[config.mk]
export PLATFORM = sky130hd
export DESIGN_NAME = ycc_convert
export DESIGN_NICKNAME = d
export VERILOG_FILES = /design/src/hw/rtl/ycc_pkg.sv /design/src/hw/rtl/ycc_convert.sv
export SDC_FILE = /design/constraint.sdc
export NUM_CORES = 2
export LEC_CHECK = 0
export ABC_AREA = 1
export BUFFER_PORTS_ARGS = -buffer_cell sky130_fd_sc_hd__buf_2
export CAP_MARGIN = 20
export CORE_MARGIN = 4
export CORE_UTILIZATION = 50
export DETAILED_ROUTE_END_ITERATION = 8
export PLACE_DENSITY = 0.74
export SLEW_MARGIN = 5
export SYNTH_ARGS = -nofsm -noshare
export SYNTH_HDL_FRONTEND = slang
export SYNTH_SLANG_ARGS = --single-unit
[constraint.sdc]
create_clock -name clk -period 8.3 [get_ports clk]
set_clock_uncertainty 0.05 [all_clocks]
set_input_delay 1.245 -clock clk [delete_from_list [all_inputs] [get_ports clk]]
set_output_delay 1.245 -clock clk [all_outputs]
set_load 0.02 [all_outputs]
[src/hw/rtl/ycc_pkg.sv]
// Types, constants and divide helpers for the RGB to YCbCr converter.
package ycc_pkg;

	localparam int DEFAULT_MAX_WIDTH  = 4096;
	localparam int DEFAULT_MAX_HEIGHT = 4096;

	localparam int DIM_W   = 13;
	localparam int MODE_W  = 2;
	localparam int INDEX_W = 2;

	localparam logic [INDEX_W-1:0] REG_WIDTH  = 2'd0;
	localparam logic [INDEX_W-1:0] REG_HEIGHT = 2'd1;
	localparam logic [INDEX_W-1:0] REG_MODE   = 2'd2;

	localparam logic [MODE_W-1:0] MODE_444 = 2'd0;
	localparam logic [MODE_W-1:0] MODE_422 = 2'd1;
	localparam logic [MODE_W-1:0] MODE_420 = 2'd2;

	// chroma pair sums and one line store entry (Cr in the upper half)
	localparam int SUM_W  = 9;
	localparam int LINE_W = 2 * SUM_W;

	// luma: (299 R + 587 G + 114 B + 500) / 1000
	localparam int Y_NUM_W = 18;
	localparam logic [Y_NUM_W-1:0] Y_COEF_R = 18'd299;
	localparam logic [Y_NUM_W-1:0] Y_COEF_G = 18'd587;
	localparam logic [Y_NUM_W-1:0] Y_COEF_B = 18'd114;
	localparam logic [Y_NUM_W-1:0] Y_ROUND  = 18'd500;

	// chroma: coefficients scaled by 10^6 / 32, numerator never negative, / 31250
	localparam int C_NUM_W = 23;
	localparam logic [C_NUM_W-1:0] C_HALF    = 23'd15625;
	localparam logic [C_NUM_W-1:0] CB_COEF_R = 23'd5273;
	localparam logic [C_NUM_W-1:0] CB_COEF_G = 23'd10352;
	localparam logic [C_NUM_W-1:0] CR_COEF_G = 23'd13084;
	localparam logic [C_NUM_W-1:0] CR_COEF_B = 23'd2541;
	localparam logic [C_NUM_W-1:0] C_OFFSET  = 23'd4015625;

	// reciprocals: /1000 as (n>>3)*33555>>22, /31250 as (n>>1)*4398047>>36,
	// both exact over the numerator ranges
	localparam int LUMA_RECIP_W = 16;
	localparam logic [LUMA_RECIP_W-1:0] LUMA_RECIP = 16'd33555;
	localparam int LUMA_SHIFT  = 22;
	localparam int LUMA_PROD_W = (Y_NUM_W - 3) + LUMA_RECIP_W;

	localparam int CHROMA_RECIP_W = 23;
	localparam logic [CHROMA_RECIP_W-1:0] CHROMA_RECIP = 23'd4398047;
	localparam int CHROMA_SHIFT  = 36;
	localparam int CHROMA_PROD_W = (C_NUM_W - 1) + CHROMA_RECIP_W;

	typedef struct packed {
		logic [7:0] red;
		logic [7:0] green;
		logic [7:0] blue;
	} ycc_pixel_t;

	typedef struct packed {
		logic [7:0] luma;
		logic       chroma_valid;
		logic [7:0] chroma_blue;
		logic [7:0] chroma_red;
		logic       frame_end;
	} ycc_result_t;

	typedef struct packed {
		logic last_col;
		logic last_row;
		logic odd_col;
		logic odd_row;
	} ycc_pos_t;

	// stage loads and line store / pending-sum strobes
	typedef struct packed {
		logic ld_s1;
		logic ld_s2;
		logic ld_s3;
		logic ld_out;
		logic rd_line;
		logic commit;
	} ycc_ctl_t;

	function automatic logic [7:0] luma_div(input logic [Y_NUM_W-1:0] num);
		logic [Y_NUM_W-4:0]     n8;
		logic [LUMA_PROD_W-1:0] prod;
		logic [8:0]             q;
		n8   = num[Y_NUM_W-1:3];
		prod = LUMA_PROD_W'(n8) * LUMA_PROD_W'(LUMA_RECIP);
		q    = prod[LUMA_PROD_W-1:LUMA_SHIFT];
		return (q > 9'd255) ? 8'hFF : q[7:0];
	endfunction

	function automatic logic [7:0] chroma_div(input logic [C_NUM_W-1:0] num);
		logic [C_NUM_W-2:0]       n2;
		logic [CHROMA_PROD_W-1:0] prod;
		logic [8:0]               q;
		n2   = num[C_NUM_W-1:1];
		prod = CHROMA_PROD_W'(n2) * CHROMA_PROD_W'(CHROMA_RECIP);
		q    = prod[CHROMA_PROD_W-1:CHROMA_SHIFT];
		return (q > 9'd255) ? 8'hFF : q[7:0];
	endfunction

endpackage

[src/hw/rtl/ycc_convert.sv]
// Per-pixel colour matrix: input register, scaled sums, rounded Y/Cb/Cr.
module ycc_convert (
	input  logic                 clk,
	input  ycc_pkg::ycc_ctl_t    ctl,
	input  ycc_pkg::ycc_pixel_t  pixel,
	output logic [7:0]           luma_s3,
	output logic [7:0]           cb_s3,
	output logic [7:0]           cr_s3
);

	ycc_pkg::ycc_pixel_t                pix_s1;
	logic [ycc_pkg::Y_NUM_W-1:0]        y_num_s2;
	logic [ycc_pkg::C_NUM_W-1:0]        cb_num_s2;
	logic [ycc_pkg::C_NUM_W-1:0]        cr_num_s2;
	logic [ycc_pkg::Y_NUM_W-1:0]        y_num_d;
	logic [ycc_pkg::C_NUM_W-1:0]        cb_num_d;
	logic [ycc_pkg::C_NUM_W-1:0]        cr_num_d;

	// subtraction order keeps every partial result non-negative
	always_comb begin
		y_num_d = ycc_pkg::Y_NUM_W'(pix_s1.red) * ycc_pkg::Y_COEF_R
			+ ycc_pkg::Y_NUM_W'(pix_s1.green) * ycc_pkg::Y_COEF_G
			+ ycc_pkg::Y_NUM_W'(pix_s1.blue) * ycc_pkg::Y_COEF_B
			+ ycc_pkg::Y_ROUND;
		cb_num_d = ycc_pkg::C_OFFSET
			+ ycc_pkg::C_NUM_W'(pix_s1.blue) * ycc_pkg::C_HALF
			- ycc_pkg::C_NUM_W'(pix_s1.red) * ycc_pkg::CB_COEF_R
			- ycc_pkg::C_NUM_W'(pix_s1.green) * ycc_pkg::CB_COEF_G;
		cr_num_d = ycc_pkg::C_OFFSET
			+ ycc_pkg::C_NUM_W'(pix_s1.red) * ycc_pkg::C_HALF
			- ycc_pkg::C_NUM_W'(pix_s1.green) * ycc_pkg::CR_COEF_G
			- ycc_pkg::C_NUM_W'(pix_s1.blue) * ycc_pkg::CR_COEF_B;
	end

	always_ff @(posedge clk) begin
		if (ctl.ld_s1) begin
			pix_s1 <= pixel;
		end
		if (ctl.ld_s2) begin
			y_num_s2  <= y_num_d;
			cb_num_s2 <= cb_num_d;
			cr_num_s2 <= cr_num_d;
		end
		if (ctl.ld_s3) begin
			luma_s3 <= ycc_pkg::luma_div(y_num_s2);
			cb_s3   <= ycc_pkg::chroma_div(cb_num_s2);
			cr_s3   <= ycc_pkg::chroma_div(cr_num_s2);
		end
	end

endmodule

==> After elaboration in Yosys (flattened, before gate mapping) <==
Index checks and enable logic that the tools add are counted.
{ "word_totals": {"register_bits": 112, "elab_cells": 33} }
{ "classes": {"n_addsub": 9, "magnitude_cmp": 3, "mul": 12} }
{ "ops": {"columns": ["cell", "count"], "rows": [
  ["multiplier 22 x 23 -> 45 bit, second input constant", 2],
  ["adder 22 x 22 -> 23 bit, first input constant", 2],
  ["subtractor 23 x 22 -> 23 bit", 2],
  ["multiplier 8 x 14 -> 22 bit, second input constant", 2],
  ["multiplier 8 x 12 -> 20 bit, second input constant", 2],
  ["multiplier 8 x 10 -> 18 bit, second input constant", 2],
  ["multiplier 15 x 16 -> 31 bit, second input constant", 1],
  ["> comparator 9 x 8 -> 1 bit, second input constant", 3],
  ["subtractor 23 x 20 -> 23 bit", 1],
  ["subtractor 23 x 21 -> 23 bit", 1],
  ["multiplier 8 x 13 -> 21 bit, second input constant", 1],
  ["adder 17 x 18 -> 18 bit", 1],
  ["adder 18 x 15 -> 18 bit", 1],
  ["adder 18 x 9 -> 18 bit, second input constant", 1],
  ["multiplier 8 x 9 -> 17 bit, second input constant", 1],
  ["multiplier 8 x 6 -> 14 bit, second input constant", 1]
]} }

==> Longest topological paths before layout <==
{ "logic_depth": {"depth_word": 4, "depth_mapped": 35} }

==> Worst setup path before layout <==
Ideal clock, no wire load.
{ "synth_path": {"path_type": "register -> register", "from": "reg pix_s1[14] (netlist name)", "to": "reg cr_num_s2[19] (netlist name) (data pin)", "stages_incl_launch_ff": 33, "arrival_ns": 7.774, "path_slack_ns": 0.216, "setup_ns": 0.260, "synth_period_minus_slack_ns": 8.084, "path_cell_list": "edfxtp_1 -> inv_1 -> ha_1 -> inv_1 -> fa_1 -> fa_1 -> inv_1 -> fa_1 -> inv_1 -> ha_1 -> a21oi_1 -> o21ai_0 -> nand2_1 -> nand3_1 -> xor2_1 -> fa_1 -> inv_1 -> fa_1 -> inv_1 -> fa_1 -> inv_1 -> fa_1 -> fa_1 -> fa_1 -> inv_1 -> ha_1 -> nand2_1 -> inv_1 -> nand3_1 -> inv_1 -> a21oi_1 -> nand3_1 -> xor2_1"} }
{ "synth_between": {"elab_chain_cells": 3} }
{ "synth_rtl": {"columns": ["element", "line_no", "rtl"], "rows": [
  ["from (decl)", "ycc_convert.sv:11", "ycc_pkg::ycc_pixel_t pix_s1;"],
  ["from (signal assigned)", "ycc_convert.sv:37", "pix_s1 <= pixel;"],
  ["multiplier 8 x 12 -> 20 bit", "ycc_convert.sv:31", "- ycc_pkg::C_NUM_W'(pix_s1.green) * ycc_pkg::CR_COEF_G"],
  ["subtractor 23 x 22 -> 23 bit", "ycc_convert.sv:31", null],
  ["subtractor 23 x 20 -> 23 bit", "ycc_convert.sv:32", "- ycc_pkg::C_NUM_W'(pix_s1.blue) * ycc_pkg::CR_COEF_B;"],
  ["via cr_num_d, one bit", "ycc_convert.sv:17", "logic [ycc_pkg::C_NUM_W-1:0] cr_num_d;"],
  ["to (signal assigned)", "ycc_convert.sv:42", "cr_num_s2 <= cr_num_d;"],
  ["to (decl)", "ycc_convert.sv:14", "logic [ycc_pkg::C_NUM_W-1:0] cr_num_s2;"]
]} }
The timed path passes the listed nets, and every way through them passes these cells.
A chain may end at the register's enable or synchronous reset.

==> Worst setup path after layout <==
Same ends and word-level chain as after synthesis.

==> results.cfg <==
[drt]
route.detailed.drc = 0
vias = 30711
post_drt_via_cell_ratio = 5.00
wl_per_cell_um = 16.1
drt_pass1_iterations = 7
drt_iter0_markers = 1630
antenna_left = 0
wirelength_mm = 98.8

[job]
drv_cap = 0

[global_route]
grt.total_usage_pct = 23.2
antenna_found_initial = 0
grt_first_pass_wirelength_mm = 165
grt_max_degree = 60
grt_pass1_vias = 32559
grt_overflow_total = 0

[synth]
syn_area_per_cell_um2 = 8.49
syn-num-nets = 6562
yosys_warnings = 0
synth.area.mux_share_pct = 0
synth_top_area_share_pct = 33.5
yosys.area.top_type = fa_1
ys_ff_latch = 107
synth_top_family_by_area = adder cells
seq_area_frac_synth_pct = 7.65
syn-cell-area_um2 = 42000
synth_xor_area_share_pct = 2.07
synth_adder_area_share_pct = 59.9
synth-compound-area-share_pct = 3.80
yosys.area_share.simple_pct = 12.9
ys_top_cells_by_area = fa_1 (34%), ha_1 (26%), inv_1 (14%)
synth_cell_types = 38
netlist_instances = 4943

[timing]
relSlewSlack_pct = 40.8
max_freq_ghz = 0.124
setup_viol = 0
rsz0062_at_grt = true
worst_pin_slew_ns = 0.888
fin_tns_setup_ns = 0
period_needed_ns = 8.08
hold_viol_final = 0
period_share_pct = 97.3
slew_viol_final = 0

[worst_setup_path]
setup.worst_path.start_class = flop
path_buf_inv = 8
critPathRequiredTime_ns = 8.42
cp_common_cell = fa_1
cp_max_fo = 4
cp-end-kind = flop
cp.arrival_ns = 8.19
crit_type = flop to flop
cp_top_family = adder cells
slowest_delay_ns = 0.55
slowest_stage = fa_1

[floorplan]
die_area_um2 = 88700
num_rows = 106
start_util_pct = 50.3
core_area_um2 = 83400
die_w_um = 298
die_y_um = 298
io_pins = 55

[layout]
finalNetCount = 6671
fillers = 7680
drive_gt1_share_pct = 3.50
synthToLayoutAreaGrowth_pct = 5.77
antenna_cells = 0
final_cell_area_um2 = 44400
layout_commonest_cell = inv_1
final_cell_mix = inv_1 (1524), ha_1 (877), nand2_1 (863)

[placement]
io_buffers = 51
dp_hpwl_mm = 89.3
place_congestion = 0.955
placed_cell_area_um2 = 43900

[clocking]
cts-htree-levels = 3
cts_made_buffers = 9
clock_path_buffers = 2
cts.sinks = 107
cts_hold_buf = 0
root_buffer = clkbuf_16
path_clk_slew_ns = 0.09
tritoncts = built
worstSkewPairLatency_ns = 0.42

[worst_hold_path]
hp-class = flop to flop

[status]
status = completed
sequential cells by signal (all words and copies together), names as in the netlist:
| name | flops |
|---|---|
| cb_s3 | 8 |
| luma_s3 | 8 |
| pix_s1 | 24 |
| y_num_s2 | 15 |
| cr_s3 | 8 |
| cb_num_s2 | 22 |
| cr_num_s2 | 22 |
worst paths after layout:
check / to / slack, ns / cells past startpoint / from
worst max-delay path: cr_num_s2[19] / 0.22 / 31 / pix_s1[14]
worst min-delay path: luma_s3[7] / 0.79 / 1 / y_num_s2[17]
worst max register to register: cr_num_s2[19] / 0.22 / 31 / pix_s1[14]
worst min register to register: luma_s3[7] / 0.79 / 1 / y_num_s2[17]
logic make-up (layout without fill, tap and decap cells):
logic type / count (synthesis) / after routing
buffers and inverters: 1527 / 1641
AND/OR/NAND/NOR: 1334 / 1334
flip-flops: 107 / 107
XOR/XNOR: 99 / 99
AO/OA/AOI/OAI: 288 / 288
adder cells (fa/ha/maj): 1588 / 1588
per-stage QoR:
step	hold slack, ns	util, %	cells	setup slack [ns]
3_3_place_gp	0.768	52.6	6113	0.132
4_1_cts	0.792	53.0	6130	-0.0148
5_1_grt	0.809	53.2	6137	-0.0542
6_report	0.785	53.2	6137	0.223
3_5_place_dp	0.776	52.6	6113	-0.0506
2_1_floorplan	0.558	-	4943	0.216
synth_stat cells:
cell type and instances:
a211oi_1 1, a21boi_0 5, a21boi_1 3, a21o_1 13
a21oi_1 155, a31o_2 1, a31oi_1 7, and2_1 2
edfxtp_1 107, fa_1 703, ha_1 885, inv_1 1526
inv_2 1, nand2_1 865, nand2_2 7, nand2_4 2
nand3_1 119, nand3b_1 11, nand4_1 37, nor2_1 242
nor2_2 6, nor2_4 1, nor3_1 23, nor3_2 1
nor3b_2 1, nor4_1 5, o2111ai_1 2, o211ai_1 5
o21a_1 4, o21ai_0 69, o21ai_1 3, o21ai_2 1
o21bai_1 16, o21bai_2 1, o31ai_1 2, or2_2 12
xnor2_1 31, xor2_1 68
area by class of cell:
cell class	count	area [µm²]	area share [%]
clock inverters	7	83.8	0.189
well taps	1080	1350	3.04
flip-flops and latches	107	3210	7.23
repair buffers	98	608	1.37
clock buffers	9	225	0.507
inverters	1527	5730	12.9
multi-input cells	3309	33200	74.8
per-layer routing:
metal	GRT usage, %	up-vias	wire (µm)
li1	-	15111	-
met1	32.0	14822	45300
met2	39.5	649	47100
met3	2.70	127	4380
met4	4.97	2	2000
met5	0.487	-	60
what timing repair did:
action / in CTS / in global routing
setup endpoints to repair: 4 / 13
pin swaps: 0 / 16
setup buffers: 1 / 7
endpoints found under the hold margin: 0 / 0
gates resized for setup: 3 / 32
Power is left out: the tool's default activity adds up to more than one toggle a clock period on the data nets, which glitch-free logic cannot reach.
